<file path="config.mk">
export PLATFORM = sky130hd
export DESIGN_NAME = ordered_list_with_value_delete_top
export DESIGN_NICKNAME = d
export VERILOG_FILES = /design/src/olvd_pkg.sv /design/src/olvd_ram.sv /design/src/olvd_ctrl.sv /design/src/olvd_dp.sv /design/src/ordered_list_with_value_delete_top.sv
export SDC_FILE = /design/constraint.sdc
export NUM_CORES = 1
export LEC_CHECK = 0
export ABC_CLOCK_PERIOD_IN_PS = 6900
export BUFFER_PORTS_ARGS = -buffer_cell sky130_fd_sc_hd__buf_2
export CAP_MARGIN = 20
export CORE_UTILIZATION = 40
export CTS_CLUSTER_DIAMETER = 40
export DETAILED_ROUTE_END_ITERATION = 10
export GPL_TIMING_DRIVEN = 0
export PLACE_DENSITY = 0.63
export RECOVER_POWER = 50
export SYNTH_ARGS = -nofsm -noshare
export SYNTH_HDL_FRONTEND = slang
export SYNTH_SLANG_ARGS = --single-unit
</file>
<file path="constraint.sdc">
create_clock -name clk -period 6.9 [get_ports clk]
set_input_delay 1.38 -clock clk [delete_from_list [all_inputs] [get_ports clk]]
set_output_delay 1.38 -clock clk [all_outputs]
set_load 0.02 [all_outputs]
</file>
<file path="src/olvd_pkg.sv">
`default_nettype none

package olvd_pkg;

  localparam int LIST_DEPTH_DEF = 16;
  localparam int DATA_W         = 32;
  localparam int OP_W           = 2;
  localparam int STATUS_W       = 2;
  localparam int COUNT_W        = 5;

  typedef enum logic [OP_W-1:0] {
    OP_APPEND       = 2'd0,
    OP_POP_FRONT    = 2'd1,
    OP_POP_BACK     = 2'd2,
    OP_DELETE_VALUE = 2'd3
  } opcode_t;

  typedef enum logic [STATUS_W-1:0] {
    ST_OK        = 2'd0,
    ST_EMPTY     = 2'd1,
    ST_NOT_FOUND = 2'd2,
    ST_FULL      = 2'd3
  } status_t;

  // Commands from the controller to the datapath, one cycle each.
  typedef struct packed {
    logic    load_val;
    logic    do_append;
    logic    pop_front;
    logic    dec_count;
    logic    idx_clear;
    logic    idx_inc;
    logic    rd_cur;
    logic    rd_next;
    logic    wr_shift;
    logic    set_status;
    status_t status_code;
    logic    load_out;
  } ctrl_cmd_t;

  // Status from the datapath back to the controller.
  typedef struct packed {
    logic full;
    logic empty;
    logic match;
    logic last;
    logic slot_free;
  } dp_stat_t;

endpackage

`default_nettype wire

</file>
<file path="src/olvd_ram.sv">
`default_nettype none

module olvd_ram #(
  parameter int WIDTH = 32,
  parameter int DEPTH = 16
) (
  input  wire logic                     clk,
  input  wire logic                     wr_en,
  input  wire logic [$clog2(DEPTH)-1:0] wr_addr,
  input  wire logic [WIDTH-1:0]         wr_data,
  input  wire logic                     rd_en,
  input  wire logic [$clog2(DEPTH)-1:0] rd_addr,
  output      logic [WIDTH-1:0]         rd_data
);

  logic [WIDTH-1:0] mem [DEPTH];

  always_ff @(posedge clk) begin
    if (wr_en) begin
      mem[wr_addr] <= wr_data;
    end
    if (rd_en) begin
      rd_data <= mem[rd_addr];
    end
  end

endmodule

`default_nettype wire

</file>
<file path="src/olvd_ctrl.sv">
`default_nettype none

module olvd_ctrl
  import olvd_pkg::*;
(
  input  wire logic            clk,
  input  wire logic            rst,
  input  wire logic            in_valid,
  input  wire logic [OP_W-1:0] opcode,
  input  wire dp_stat_t        stat,
  output      logic            in_ready,
  output      ctrl_cmd_t       cmd
);

  typedef enum logic [2:0] {
    S_IDLE,
    S_SCAN_RD,
    S_SCAN_CMP,
    S_SHIFT_RD,
    S_SHIFT_WR,
    S_RESULT
  } state_t;

  state_t state;
  state_t state_next;

  always_ff @(posedge clk) begin
    if (rst) begin
      state <= S_IDLE;
    end else begin
      state <= state_next;
    end
  end

  assign in_ready = (state == S_IDLE);

  always_comb begin
    cmd        = '0;
    state_next = state;
    unique case (state)
      S_IDLE: begin
        if (in_valid) begin
          state_next = S_RESULT;
          cmd.set_status = 1'b1;
          cmd.status_code = ST_OK;
          if (opcode_t'(opcode) == OP_APPEND) begin
            if (stat.full) begin
              cmd.status_code = ST_FULL;
            end else begin
              cmd.do_append = 1'b1;
            end
          end else if (stat.empty) begin
            cmd.status_code = ST_EMPTY;
          end else begin
            unique case (opcode_t'(opcode))
              OP_POP_FRONT: begin
                cmd.pop_front = 1'b1;
              end
              OP_POP_BACK: begin
                cmd.dec_count = 1'b1;
              end
              default: begin
                // search starts at the front
                cmd.set_status = 1'b0;
                cmd.load_val   = 1'b1;
                cmd.idx_clear  = 1'b1;
                state_next     = S_SCAN_RD;
              end
            endcase
          end
        end
      end
      S_SCAN_RD: begin
        cmd.rd_cur = 1'b1;
        state_next = S_SCAN_CMP;
      end
      S_SCAN_CMP: begin
        if (stat.match) begin
          state_next = S_SHIFT_RD;
        end else if (stat.last) begin
          cmd.set_status  = 1'b1;
          cmd.status_code = ST_NOT_FOUND;
          state_next      = S_RESULT;
        end else begin
          cmd.idx_inc = 1'b1;
          state_next  = S_SCAN_RD;
        end
      end
      S_SHIFT_RD: begin
        if (stat.last) begin
          cmd.dec_count   = 1'b1;
          cmd.set_status  = 1'b1;
          cmd.status_code = ST_OK;
          state_next      = S_RESULT;
        end else begin
          cmd.rd_next = 1'b1;
          state_next  = S_SHIFT_WR;
        end
      end
      S_SHIFT_WR: begin
        cmd.wr_shift = 1'b1;
        cmd.idx_inc  = 1'b1;
        state_next   = S_SHIFT_RD;
      end
      S_RESULT: begin
        if (stat.slot_free) begin
          cmd.load_out = 1'b1;
          state_next   = S_IDLE;
        end
      end
      default: begin
        state_next = S_IDLE;
      end
    endcase
  end

endmodule

`default_nettype wire

</file>
<file path="src/olvd_dp.sv">
`default_nettype none

module olvd_dp
  import olvd_pkg::*;
#(
  parameter int LIST_DEPTH = LIST_DEPTH_DEF
) (
  input  wire logic                clk,
  input  wire logic                rst,
  input  wire ctrl_cmd_t           cmd,
  input  wire logic [DATA_W-1:0]   item_value,
  input  wire logic                out_ready,
  output      dp_stat_t            stat,
  output      logic                out_valid,
  output      logic [STATUS_W-1:0] status,
  output      logic [COUNT_W-1:0]  entry_count
);

  localparam int IDX_W = $clog2(LIST_DEPTH);
  localparam int CNT_W = $clog2(LIST_DEPTH + 1);
  localparam int SUM_W = IDX_W + 1;

  logic [IDX_W-1:0]  head;
  logic [CNT_W-1:0]  count;
  logic [IDX_W-1:0]  idx;
  logic [DATA_W-1:0] val;
  status_t           st;

  logic [IDX_W-1:0]  idx_plus;
  logic [IDX_W-1:0]  head_plus;
  logic [IDX_W-1:0]  wr_off;
  logic [IDX_W-1:0]  rd_off;
  logic [IDX_W-1:0]  wr_addr;
  logic [IDX_W-1:0]  rd_addr;
  logic [DATA_W-1:0] wr_data;
  logic [DATA_W-1:0] rd_data;
  logic              wr_en;
  logic              rd_en;

  // Logical position to cell address: add head, fold once past the depth.
  function automatic logic [IDX_W-1:0] wrap_addr(input logic [IDX_W-1:0] base,
                                                 input logic [IDX_W-1:0] off);
    logic [SUM_W-1:0] sum;
    sum = {1'b0, base} + {1'b0, off};
    if (sum >= SUM_W'(LIST_DEPTH)) begin
      sum = sum - SUM_W'(LIST_DEPTH);
    end
    return sum[IDX_W-1:0];
  endfunction

  assign idx_plus  = idx + IDX_W'(1);
  assign head_plus = wrap_addr(head, IDX_W'(1));

  assign wr_en   = cmd.do_append | cmd.wr_shift;
  assign wr_off  = cmd.do_append ? count[IDX_W-1:0] : idx;
  assign wr_data = cmd.do_append ? item_value : rd_data;
  assign wr_addr = wrap_addr(head, wr_off);

  assign rd_en   = cmd.rd_cur | cmd.rd_next;
  assign rd_off  = cmd.rd_next ? idx_plus : idx;
  assign rd_addr = wrap_addr(head, rd_off);

  olvd_ram #(
    .WIDTH (DATA_W),
    .DEPTH (LIST_DEPTH)
  ) u_ram (
    .clk     (clk),
    .wr_en   (wr_en),
    .wr_addr (wr_addr),
    .wr_data (wr_data),
    .rd_en   (rd_en),
    .rd_addr (rd_addr),
    .rd_data (rd_data)
  );

  assign stat.full      = (count == CNT_W'(LIST_DEPTH));
  assign stat.empty     = (count == '0);
  assign stat.match     = (rd_data == val);
  assign stat.last      = ((CNT_W'(idx) + CNT_W'(1)) == count);
  assign stat.slot_free = ~out_valid | out_ready;

  always_ff @(posedge clk) begin
    if (rst) begin
      head  <= '0;
      count <= '0;
    end else begin
      if (cmd.do_append) begin
        count <= count + CNT_W'(1);
      end else if (cmd.pop_front || cmd.dec_count) begin
        count <= count - CNT_W'(1);
      end
      if (cmd.pop_front) begin
        head <= head_plus;
      end
    end
  end

  always_ff @(posedge clk) begin
    if (cmd.load_val) begin
      val <= item_value;
    end
    if (cmd.idx_clear) begin
      idx <= '0;
    end else if (cmd.idx_inc) begin
      idx <= idx_plus;
    end
    if (cmd.set_status) begin
      st <= cmd.status_code;
    end
  end

  always_ff @(posedge clk) begin
    if (rst) begin
      out_valid <= 1'b0;
    end else if (cmd.load_out) begin
      out_valid <= 1'b1;
    end else if (out_ready) begin
      out_valid <= 1'b0;
    end
  end

  always_ff @(posedge clk) begin
    if (cmd.load_out) begin
      status      <= st;
      entry_count <= COUNT_W'(count);
    end
  end

endmodule

`default_nettype wire

</file>
<file path="src/ordered_list_with_value_delete_top.sv">
// Bounded ordered list of signed 32-bit values with delete by value.
// Input channel (in_valid/in_ready) carries one command per transaction:
// opcode (append, remove front, remove back, remove first equal value) and
// item_value. Output channel (out_valid/out_ready) returns one transaction per
// command: status (ok, empty, not found, full) and the entry count after it.
// Commands are taken one at a time; in_ready is high only while the
// controller is idle.
// Append, remove front/back and any rejected command go from accept straight
// to the result state. Remove-value scans from the front, one entry compared
// at a time (registered RAM read, then compare), then moves each later entry
// one place forward. The single-port-read list RAM sets this pacing.
// Reset: rst (synchronous, active high) empties the list and drops any
// pending result; the list cells themselves are not cleared.
// Receiver stall: the result holds in the output register, unchanged, until
// out_ready; the next command's result waits in the result state meanwhile.
`default_nettype none

module ordered_list_with_value_delete_top
  import olvd_pkg::*;
#(
  parameter int LIST_DEPTH = LIST_DEPTH_DEF
) (
  input  wire logic                clk,
  input  wire logic                rst,
  input  wire logic                in_valid,
  output      logic                in_ready,
  input  wire logic [OP_W-1:0]     opcode,
  input  wire logic [DATA_W-1:0]   item_value,
  output      logic                out_valid,
  input  wire logic                out_ready,
  output      logic [STATUS_W-1:0] status,
  output      logic [COUNT_W-1:0]  entry_count
);

  ctrl_cmd_t cmd;
  dp_stat_t  stat;

  // Controller: decode the command, sequence the scan and the shift.
  olvd_ctrl u_ctrl (
    .clk      (clk),
    .rst      (rst),
    .in_valid (in_valid),
    .opcode   (opcode),
    .stat     (stat),
    .in_ready (in_ready),
    .cmd      (cmd)
  );

  // Datapath: list RAM as a ring (head + count), scan index, output register.
  olvd_dp #(
    .LIST_DEPTH (LIST_DEPTH)
  ) u_dp (
    .clk         (clk),
    .rst         (rst),
    .cmd         (cmd),
    .item_value  (item_value),
    .out_ready   (out_ready),
    .stat        (stat),
    .out_valid   (out_valid),
    .status      (status),
    .entry_count (entry_count)
  );

endmodule

`default_nettype wire

</file>
==> results of run 1 <==
-- worst register-to-register path: stages, from the launching register on --
cell and delay (ps):
dfxtp_1 290, buf_2 150, or4b_1 530, clkbuf_1 210, a211oi_4 720, inv_1 220
clkbuf_1 400, o21ai_0 330, ha_1 210, inv_1 60, fa_1 510, or3_1 550
nor2_4 820, buf_16 260
-- layout by cell type, fill, tap and decap left out, types with 15 or more instances in the layout --
cell type / n
edfxtp_1: 585
mux4_2: 128
nand2_1: 125
mux2i_1: 104
clkbuf_1: 88
clkbuf_16: 77
xnor2_1: 46
nor2_1: 21
inv_1: 18
dfxtp_1: 17
nor2_4: 16
ha_1: 15
-- flip-flops by register name, summed over array words and instances, names as in the netlist --
register	count
u_dp.head	4
u_dp.st	2
u_dp.count	5
u_dp.out_valid	1
u_dp.idx	4
u_dp.entry_count	5
u_ctrl.state	3
u_dp.u_ram.rd_data	32
u_dp.status	2
u_dp.u_ram.mem	512
u_dp.val	32
-- kinds of logic (layout without fill, tap and decap cells) --
group,after synthesis,in the layout,synth area share (%)
xor gates and xnor gates,56,56,2.05
AOI/OAI and AO/OA,37,37,1.07
DFF,602,602,74.8
and+or+nand+nor,198,198,3.48
adders and majority gates,18,18,1.03
muxes,233,233,16.4
buffers and inverters,72,286,1.16
-- layer usage --
metal  global-route usage [%]  wire, um  vias to the layer above
li1                         -         -                     5188
met1                     26.1     24200                     6334
met2                     29.6     26400                      431
met3                     3.99      3610                       96
met4                     5.45      1220                        0
met5                        0         0                        -
-- how the worst min path moves through the flow --
stage | endpoint | cells after the start
global route | u_dp.status[0]$_DFFE_PP_ | 0
global placement | u_dp.status[1]$_DFFE_PP_ | 0
floorplan | u_dp.status[0]$_DFFE_PP_ | 0
finish | u_dp.status[0]$_DFFE_PP_ | 0
CTS | u_dp.status[0]$_DFFE_PP_ | 0
detailed placement | u_dp.status[0]$_DFFE_PP_ | 0
-- power by group --
group | switching (mW) | total, mW | internal (mW)
clock | 1.61 | 4.16 | 2.55
sequential | 0.129 | 5.03 | 4.90
combinational | 2.41 | 4.11 | 1.70
-- area by class of cell --
type | count | area [um^2] | share of cell area [%]
inverters | 18 | 67.6 | 0.237
clock buffers | 84 | 1950 | 6.86
flip-flops and latches | 602 | 17900 | 62.9
repair buffers | 75 | 734 | 2.58
clock inverters | 55 | 728 | 2.56
multi-input cells | 542 | 5890 | 20.7
well taps | 773 | 967 | 3.40
plain buffers | 54 | 210 | 0.739
-- per-stage QoR --
| stage | TNS (ps) | cell area (um^2) | utilization (%) | power, mW | cells |
|---|---|---|---|---|---|
| floorplan | 0 | 24000 | - | 7.82 | 1216 |
| global placement | -706420 | 25100 | 42.5 | 8.96 | 2035 |
| detailed placement | 0 | 25800 | 43.6 | 9.19 | 2058 |
| CTS | 0 | 28400 | 48.1 | 13.3 | 2197 |
| global route | 0 | 28500 | 48.1 | 13.9 | 2203 |
| finish | 0 | 28500 | 48.1 | 13.3 | 2203 |
==> impl_metrics.csv, run 1 <==
group,metric,value,unit
logic_synthesis,synthTopCellsByArea,"edfxtp_1 73%, mux4_2 12%, mux2i_1 4.3%, nand2_1 2.0%, xnor2_1 1.7%",
layout,fill_cells,4846,
worst_setup_path,worstPathArrival,6290,ps
cts,ctsResizeCount,0,
logic_synthesis,syn_area,0.0240,mm^2
cts,path_clk_slew,50,ps
logic_synthesis,ys_warn_count,0,
floorplanning,die-area,0.0609,mm^2
power,p_leak,9.34,nW
logic_synthesis,avgSynthCellArea,19.7,um^2
timing,hold_viol,0,
grt,grtUsageTotal,18.7,%
timing,tightestPinTransition,1670,ps
grt,antenna_found_initial,0,
worst_setup_path,crit_path_end,"u_dp.u_ram.mem[10][13]$_DFFE_PP_",
cts,clock_latency,620,ps
cts,cts.sinks,602,
worst_setup_path,path_buf_inv,6,
worst_setup_path,critical_path.most_common_cell,"clkbuf_1",
grt,grt_max_degree,33,
logic_synthesis,synthTopCellsByCount,"585 x edfxtp_1, 128 x mux4_2, 125 x nand2_1",
grt,grt_pass1_vias,12354,
routing,vias_per_cell,5.47,
worst_setup_path,crit_type,"in -> reg",
logic_synthesis,synth_most_common_cell,"edfxtp_1",
logic_synthesis,async_reset_ff_share,0,%
timing,grt_setup_unrepaired,"no",
cts,cts_max_level,3,
timing,post-route-min-period,5980,ps
worst_setup_path,cp_top_family,"simple AND/OR/NAND/NOR gates",
cts,cts_tree,"built",
worst_setup_path,cp_data_required_time,7210,ps
floorplanning,boundaryPins,47,
grt,gr-total-overflow,0,
status,violations,"design-rule violations, max-capacitance violations, max-slew violations",
timing,whs,424,ps
cts,hold_buffers,0,
worst_setup_path,crit_chain,"clkbuf_1, or4b_1, clkbuf_1, a211oi_4, inv_1, clkbuf_1, o21ai_0, ha_1, inv_1, fa_1, or3_1, nor2_4, buf_16",
worst_setup_path,reg2reg_slack,1340,ps
power,power_density,467,mW/mm^2
power,peakVddDrop,0.000292,V
cts,post_cts_buffers,0,
routing,drt_iter0_drc,1264,
placed_design,gp_congestion,0.781,
floorplanning,die_h,247,um
timing,skew,17.4,ps
placed_design,place_ws,510,ps
logic_synthesis,synthCells,1216,
worst_setup_path,cp-start-kind,"input port",
layout,area_delta_synth_final,18.8,%
routing,vias,12049,
timing,slew_headroom,-11.6,%
timing,min_period_over_period,86.7,%
cts,max-clock-path-buffers,3,
worst_setup_path,path_depth,13,
routing,drtAntennaViolNets,0,
min_path,min_from,"u_dp.st[0]$_DFFE_PP_",
job,max-cap-violations,2,
min_path,hp-class,"reg -> reg",
layout,drive_gt1_share,21.5,%
logic_synthesis,ys_seq_elements,602,
worst_setup_path,r2r-end,"u_dp.u_ram.mem[10][13]$_DFFE_PP_",
timing,maxSlewViolCount,54,
placed_design,hpwl,35000,um
grt,grt_pass1_wl,81400,um
status,status,"complete, but fails checks",
cts,cts-buffers-inserted,77,
timing,setup_violations,0,
worst_setup_path,worst_r2r_startpoint,"u_ctrl.state[0]$_SDFFE_PP0P_",
floorplanning,core-area,0.0591,mm^2
timing,fin_ws,918,ps
routing,routedWlPerCell,25.2,um
worst_setup_path,max_stage_delay,810,ps
timing,fmax,167,MHz
logic_synthesis,synth-edff-count,585,
placed_design,numPortBuffers,46,
cts,root_buffer,"clkbuf_16",
floorplanning,die_w,247,um
logic_synthesis,synth_fp_nets,1272,
worst_setup_path,worstPathMaxFanout,20,
layout,antenna_cells,0,
routing,route.detailed.drc,12,
routing,routed_wl,55400,um
logic_synthesis,synth_largest_area_cell,"edfxtp_1",
worst_setup_path,rr_worst_depth,13,
worst_setup_path,crit_slowest_cell,"nor2_4",
layout,nets,1426,
logic_synthesis,yosysSeqAreaShare,74.8,%
worst_setup_path,worstSetupEndpointType,"flop",
worst_setup_path,critPathLaunch,"in_valid",
logic_synthesis,synth_ff_type,"edfxtp_1",
logic_synthesis,ys_types,46,
routing,first_pass_iters,8,
floorplanning,start_util,40.5,%
logic_synthesis,yosysTopAreaCellShare,73.3,%
floorplanning,rows,89,
Power figures use the tool's default switching activity.
==> run 2, diff against run 1 <==
--- a/config.mk
+++ b/config.mk
@@ -5,7 +5,7 @@
 export SDC_FILE = /design/constraint.sdc
 export NUM_CORES = 1
 export LEC_CHECK = 0
-export ABC_CLOCK_PERIOD_IN_PS = 6900
+export ABC_AREA = 1
 export BUFFER_PORTS_ARGS = -buffer_cell sky130_fd_sc_hd__buf_2
 export CAP_MARGIN = 20
 export CORE_UTILIZATION = 40
==> run 2 against run 1 <==
Synthesized area is 4.7% higher. Core utilization is 0.19 points higher. The flow finishes with violations (max-capacitance violations, max-slew violations). Clock skew is 22 ps higher. Global-route usage is 3.2 points higher. Setup slack better by 570 ps.
==> impl_metrics.csv, run 2 <==
group,metric,value,unit
cts,cts_max_level,3,
min_path,hp-class,"reg -> reg",
layout,largest_reg_flops,512,
cts,max-clock-path-buffers,3,
worst_setup_path,worstSetupEndpointType,"flop",
logic_synthesis,synthCells,2034,
layout,final_cell_mix,"585 x edfxtp_1, 461 x nand2_1, 212 x o21ai_0",
layout,top_regs,"u_dp.u_ram.mem (512), u_dp.u_ram.rd_data (32), u_dp.val (32)",
routing,vias_per_cell,5.47,
timing,maxSlewViolCount,35,
logic_synthesis,synthTopCellsByCount,"585 x edfxtp_1, 459 x nand2_1, 212 x o21ai_0",
grt,gr-total-overflow,0,
power,peakVddDrop,0.000244,V
worst_setup_path,worstPathArrival,5740,ps
routing,vias,17020,
worst_setup_path,rr_worst_depth,17,
layout,mostFrequentLayoutCell,"edfxtp_1",
logic_synthesis,ys_warn_count,0,
worst_setup_path,crit_path_end,"u_dp.u_ram.mem[4][15]$_DFFE_PP_",
grt,grt_max_degree,23,
floorplanning,core-area,0.0618,mm^2
logic_synthesis,syn_area,0.0251,mm^2
timing,tightestPinTransition,3010,ps
routing,drt_iter0_drc,1979,
routing,drtAntennaViolNets,0,
routing,routed_wl,68900,um
worst_setup_path,critPathLaunch,"opcode[0]",
logic_synthesis,ys_types,40,
grt,grt_pass1_wl,104000,um
logic_synthesis,async_reset_ff_share,0,%
layout,fill_cells,5322,
logic_synthesis,synthTopCellsByArea,"edfxtp_1 70%, nand2_1 6.9%, o21ai_0 4.2%, nor2_1 2.7%, a32o_1 2.6%",
worst_setup_path,max_stage_delay,860,ps
timing,tns,0,ps
placed_design,hpwl,46000,um
logic_synthesis,yosysTopAreaCellShare,70.0,%
placed_design,numPortBuffers,45,
routing,route.detailed.drc,0,
worst_setup_path,cp_data_required_time,7230,ps
logic_synthesis,synth_ff_type,"edfxtp_1",
layout,antenna_cells,0,
timing,post-route-min-period,5410,ps
logic_synthesis,ys_seq_elements,602,
cts,hold_buffers,0,
grt,grtUsageTotal,21.9,%
timing,skew,39.1,ps
worst_setup_path,critical_path.most_common_cell,"inv_1",
cts,cts_tree,"built",
floorplanning,die-area,0.0637,mm^2
worst_setup_path,worstPathMaxFanout,17,
timing,slew_headroom,-103,%
timing,hold_viol,0,
worst_setup_path,reg2reg_slack,1870,ps
floorplanning,start_util,40.6,%
logic_synthesis,synth-edff-count,585,
layout,largest_register,"u_dp.u_ram.mem",
timing,min_period_over_period,78.4,%
power,power.total,15.3,mW
timing,grt_setup_unrepaired,"no",
worst_setup_path,crit_type,"in -> reg",
logic_synthesis,synth_fp_nets,2090,
logic_synthesis,avgSynthCellArea,12.3,um^2
worst_setup_path,worst_r2r_startpoint,"u_dp.idx[1]$_SDFFE_PP0P_",
status,status,"complete, but fails checks",
cts,ctsResizeCount,0,
timing,setup_violations,0,
cts,post_cts_buffers,0,
floorplanning,die_w,252,um
worst_setup_path,r2r-end,"u_dp.u_ram.rd_data[0]$_DFFE_PP_",
min_path,min_from,"u_dp.st[1]$_DFFE_PP_",
routing,first_pass_iters,5,
grt,grt_pass1_vias,17016,
worst_setup_path,crit_chain,"clkbuf_1, inv_1, ha_1, inv_1, nor2_4, nand2_1, clkbuf_1, o21ai_0, ha_1, a21oi_1, nand2_1, xor2_1, inv_1, or2_1, nand3_1, nor2_4, buf_16",
logic_synthesis,synth_most_common_cell,"edfxtp_1",
worst_setup_path,crit_slowest_cell,"clkbuf_1",
job,max-cap-violations,2,
cts,cts-buffers-inserted,86,
cts,clock_latency,640,ps
floorplanning,die_h,252,um
power,power_density,512,mW/mm^2
cts,path_clk_slew,50,ps
layout,nets,2260,
floorplanning,boundaryPins,47,
power,p_leak,10.4,nW
layout,drive_gt1_share,13.0,%
logic_synthesis,yosysSeqAreaShare,71.4,%
logic_synthesis,synth_largest_area_cell,"edfxtp_1",
placed_design,gp_congestion,0.834,
status,violations,"max-capacitance violations, max-slew violations",
timing,fmax,185,MHz
cts,root_buffer,"clkbuf_16",
cts,cts.sinks,602,
layout,area_delta_synth_final,19.1,%
grt,antenna_found_initial,1,
routing,routedWlPerCell,22.2,um
floorplanning,rows,91,
worst_setup_path,cp-start-kind,"input port",
==> run 2: cell types whose count changed in the layout (fill, tap and decap cells not counted), moves of 46 or more <==
cell	before	now
a21oi_1	10	79
a32o_1	0	64
inv_1	18	64
mux2i_1	104	0
mux4_2	128	0
nand2_1	125	461
nand3_1	5	53
nor2_1	21	163
o21ai_0	7	212
o22ai_1	2	65
==> run 2: report_power, final <==
group	switching (mW)	leakage [nW]	internal [mW]
clock	1.69	1.45	2.88
sequential	0.148	5.43	5.00
combinational	4.00	3.47	1.56
==> run 2: area by class of cell <==
| type | count | area (um^2) | share of cell area [%] |
|---|---|---|---|
| inverter | 71 | 268 | 0.896 |
| sequential | 602 | 17900 | 59.9 |
| tap | 837 | 1050 | 3.51 |
| clock buffer | 91 | 2170 | 7.27 |
| multi-input combinational | 1244 | 6430 | 21.5 |
| buffer | 117 | 566 | 1.89 |
| timing repair buffer | 82 | 641 | 2.14 |
| clock inverter | 65 | 841 | 2.81 |
==> run 2: how the worst min path moves through the flow <==
| stage | depth (start not counted) | end | slack [ps] |
|---|---|---|---|
| finish | 0 | u_dp.status[1]$_DFFE_PP_ | 420 |
| global route | 0 | u_dp.status[1]$_DFFE_PP_ | 420 |
| CTS | 0 | u_dp.status[1]$_DFFE_PP_ | 420 |
| detailed placement | 0 | u_dp.status[1]$_DFFE_PP_ | 410 |
| global placement | 0 | u_dp.status[0]$_DFFE_PP_ | 410 |
| floorplan | 0 | u_dp.status[0]$_DFFE_PP_ | 400 |
==> run 2: metrics by stage <==
stage                     util [%]  hold WS, ps  instance area (um^2)  std cells  worst slack (ps)
after detailed placement      43.7          412                 27000       2951              1070
final                         48.3          419                 29900       3109              1490
after global routing          48.3          421                 29900       3109              1210
after CTS                     48.6          423                 30000       3107              1700
after global placement        42.6          411                 26400       2916              -719
after floorplan                  -          400                 25100       2034              1710
==> run 2: logic make-up after synthesis <==
family / after synthesis / share of synthesized area [%]
simple gates: 766 / 13.0
buf+inv: 188 / 3.33
fa+ha+maj: 18 / 0.988
compound gates: 433 / 10.3
flops: 602 / 71.4
xor+xnor: 27 / 0.943
==> run 2: metal layers <==
metal | up-vias | track usage (%) | part of all wire, %
li1 | 7686 | - | -
met1 | 8429 | 28.8 | 41
met2 | 760 | 36.2 | 48
met3 | 143 | 3.81 | 7.9
met4 | 2 | 7.97 | 3.1
met5 | - | 0 | 0.016
==> run 2: worst max-delay path: cells and delay by family <==
family | cells | cell delay (ps)
AND/OR/NAND/NOR | 6 | 1590
buffers and inverters | 6 | 1500
adder cells (fa/ha/maj) | 2 | 630
AO/OA/AOI/OAI | 2 | 470
XOR/XNOR | 1 | 150
==> run 3, diff against run 2 <==
--- a/config.mk
+++ b/config.mk
@@ -12,7 +12,7 @@
 export CTS_CLUSTER_DIAMETER = 40
 export DETAILED_ROUTE_END_ITERATION = 10
 export GPL_TIMING_DRIVEN = 0
-export PLACE_DENSITY = 0.63
+export PLACE_DENSITY = 0.65
 export RECOVER_POWER = 50
 export SYNTH_ARGS = -nofsm -noshare
 export SYNTH_HDL_FRONTEND = slang
==> constraint.sdc (replaced) <==
create_clock -name clk -period 4.9 [get_ports clk]
set_input_delay 0.98 -clock clk [delete_from_list [all_inputs] [get_ports clk]]
set_output_delay 0.98 -clock clk [all_outputs]
set_load 0.02 [all_outputs]
==> run 3 against run 2 <==
The flow still finishes with violations (max-capacitance violations, max-slew violations). Final cell count is essentially flat. Cell area shrank 0.15%. Largest cell class unchanged. Combinational power grew 41%. Critical path type is now reg -> reg. Sequential cell count is the same. Clock skew shrank 5.8 ps. Highest routed layer unchanged. Non-clock buffer count shrank 5. Critical path depth grew 1.
==> impl_metrics.csv, run 3 (same netlist as run 2, synthesis figures left out) <==
group,metric,value,unit
status,status,"complete, but fails checks",
status,violations,"max-capacitance violations, max-slew violations",
cts,root_buffer,"clkbuf_16",
worst_setup_path,reg2reg_slack,310,ps
timing,post-route-min-period,4590,ps
placed_design,hpwl,46200,um
floorplanning,die_h,252,um
layout,nets,2254,
timing,setup_violations,0,
timing,min_period_over_period,93.7,%
grt,grt_max_degree,23,
floorplanning,die-area,0.0637,mm^2
timing,tightestPinTransition,3110,ps
floorplanning,rows,91,
worst_setup_path,cp_data_required_time,5420,ps
worst_setup_path,path_buf_inv,4,
grt,use_met2,36.5,%
min_path,hp-class,"reg -> reg",
routing,vias,16973,
worst_setup_path,r2r-end,"u_dp.u_ram.rd_data[13]$_DFFE_PP_",
min_path,whs_endpoint,"u_dp.status[1]$_DFFE_PP_",
timing,grt_setup_unrepaired,"no",
worst_setup_path,worstPathArrival,5110,ps
grt,met3_usage,3.80,%
worst_setup_path,crit_chain,"ha_1, xnor2_1, nand3_2, nor2_4, nand2_4, nand2_8, xor2_1, ha_1, inv_1, fa_1, xor2_1, buf_2, buf_2, buf_1, nand2_1, o21ai_0, nand2_2, nand2_2",
grt,grt_pass1_vias,17054,
timing,skew,33.3,ps
cts,ctsResizeCount,0,
grt,antenna_found_initial,3,
floorplanning,die_w,252,um
worst_setup_path,cp_top_family,"buffers and inverters",
power,peakVddDrop,0.000316,V
timing,maxSlewViolCount,73,
grt,use_met1,28.3,%
grt,grtUsageTotal,21.8,%
power,power_density,717,mW/mm^2
timing,slew_headroom,-110,%
worst_setup_path,worstSetupEndpointType,"flop",
cts,path_clk_slew,60,ps
floorplanning,boundaryPins,47,
layout,top_regs,"u_dp.u_ram.mem (512), u_dp.u_ram.rd_data (32), u_dp.val (32)",
placed_design,numPortBuffers,45,
worst_setup_path,crit_type,"reg -> reg",
routing,routedWlPerCell,22.1,um
timing,whs,426,ps
layout,utilization,48.2,%
worst_setup_path,crit_slowest_cell,"dfxtp_1",
cts,clock_latency,650,ps
worst_setup_path,max_stage_delay,470,ps
routing,vias_per_cell,5.46,
routing,drtAntennaViolNets,0,
layout,largest_register,"u_dp.u_ram.mem",
cts,max-clock-path-buffers,3,
power,p_leak,10.3,nW
cts,hold_buffers,0,
worst_setup_path,worst_r2r_startpoint,"u_dp.idx[1]$_SDFFE_PP0P_",
grt,gr-total-overflow,0,
layout,mostFrequentLayoutCell,"edfxtp_1",
grt,grt-busiest-layer,"met2",
layout,seqCellArea,0.0179,mm^2
layout,largest_reg_flops,512,
worst_setup_path,worstPathMaxFanout,10,
timing,fmax,218,MHz
cts,cts.sinks,602,
layout,final_cell_mix,"585 x edfxtp_1, 460 x nand2_1, 210 x o21ai_0",
floorplanning,start_util,40.6,%
routing,routed_wl,68700,um
grt,grt_pass1_wl,103000,um
routing,drt_iter0_drc,1782,
timing,hold_viol,0,
min_path,hold_depth,0,
layout,multi_input_area,0.00643,mm^2
worst_setup_path,cp-start-kind,"flop",
routing,first_pass_iters,6,
cts,post_cts_buffers,0,
layout,drive_gt1_share,13.6,%
min_path,min_from,"u_dp.st[1]$_DFFE_PP_",
placed_design,gp_congestion,0.837,
routing,route.detailed.drc,0,
cts,cts_max_level,3,
worst_setup_path,rr_worst_depth,18,
cts,cts-buffers-inserted,85,
layout,fill_cells,5292,
job,max-cap-violations,4,
cts,cts_tree,"built",
layout,area_delta_synth_final,18.9,%
floorplanning,core-area,0.0618,mm^2
==> run 3: cell types whose count changed in the layout (fill, tap and decap cells not counted), sizes merged <==
cell / previous run / this run
clkinv: 29 / 32
clkbuf: 211 / 205
buf: 79 / 80
inv: 84 / 85
bufinv: 15 / 11
diode: 0 / 1
clkinvlp: 8 / 10
==> run 3: worst max path at each step <==
stage,start,endpoint,slack [ps],depth (start not counted)
2_1_floorplan,opcode[0],u_dp.u_ram.mem[12][0]$_DFFE_PP_,110,16
3_3_place_gp,opcode[0],u_dp.u_ram.mem[12][11]$_DFFE_PP_,-2240,17
3_5_place_dp,opcode[0],u_dp.u_ram.mem[6][15]$_DFFE_PP_,-520,16
4_1_cts,u_dp.count[1]$_SDFFE_PP0P_,u_dp.u_ram.mem[6][30]$_DFFE_PP_,50,15
5_1_grt,u_dp.idx[1]$_SDFFE_PP0P_,u_dp.u_ram.rd_data[15]$_DFFE_PP_,80,21
6_report,u_dp.idx[1]$_SDFFE_PP0P_,u_dp.u_ram.rd_data[13]$_DFFE_PP_,310,18
==> run 3: area by class of cell <==
type	instances	area share, %
Clock inverter	67	2.67
Sequential cell	602	60.0
Buffer	116	1.90
Timing Repair Buffer	78	2.10
Inverter	71	0.898
Clock buffer	91	7.31
Multi-Input combinational cell	1244	21.6
Tap cell	837	3.51
Antenna cell	1	0.00839
==> run 3: power by group <==
part | internal (mW) | switching [mW]
logic | 2.20 | 5.63
clock network | 3.88 | 2.43
registers | 7.05 | 0.206
==> run 3: worst reg2reg max path: cells and delay by family (launching register included) <==
family	cells	cell delay [ps]
xor+xnor	3	850
fa+ha+maj	3	940
flops	1	470
buf+inv	4	1340
compound gates	1	160
simple gates	7	750
==> run 3: metrics by stage <==
stage	area (um^2)	TNS (ps)	setup slack, ps	total power, mW	instances
floorplan	25100	0	114	12.2	2034
global placement	26400	-1083070	-2240	14.7	2916
detailed placement	27000	-156920	-518	15.1	2947
CTS	30000	0	48.0	21.4	3105
global route	29800	0	79.6	22.4	3106
finish	29800	0	310	21.4	3107
==> run 3: layer usage <==
metal / part of all wire [%] / wire length [um]
met1: 41 / 28000
met2: 49 / 33400
met3: 8.0 / 5470
met4: 2.6 / 1760
met5: 0.036 / 25
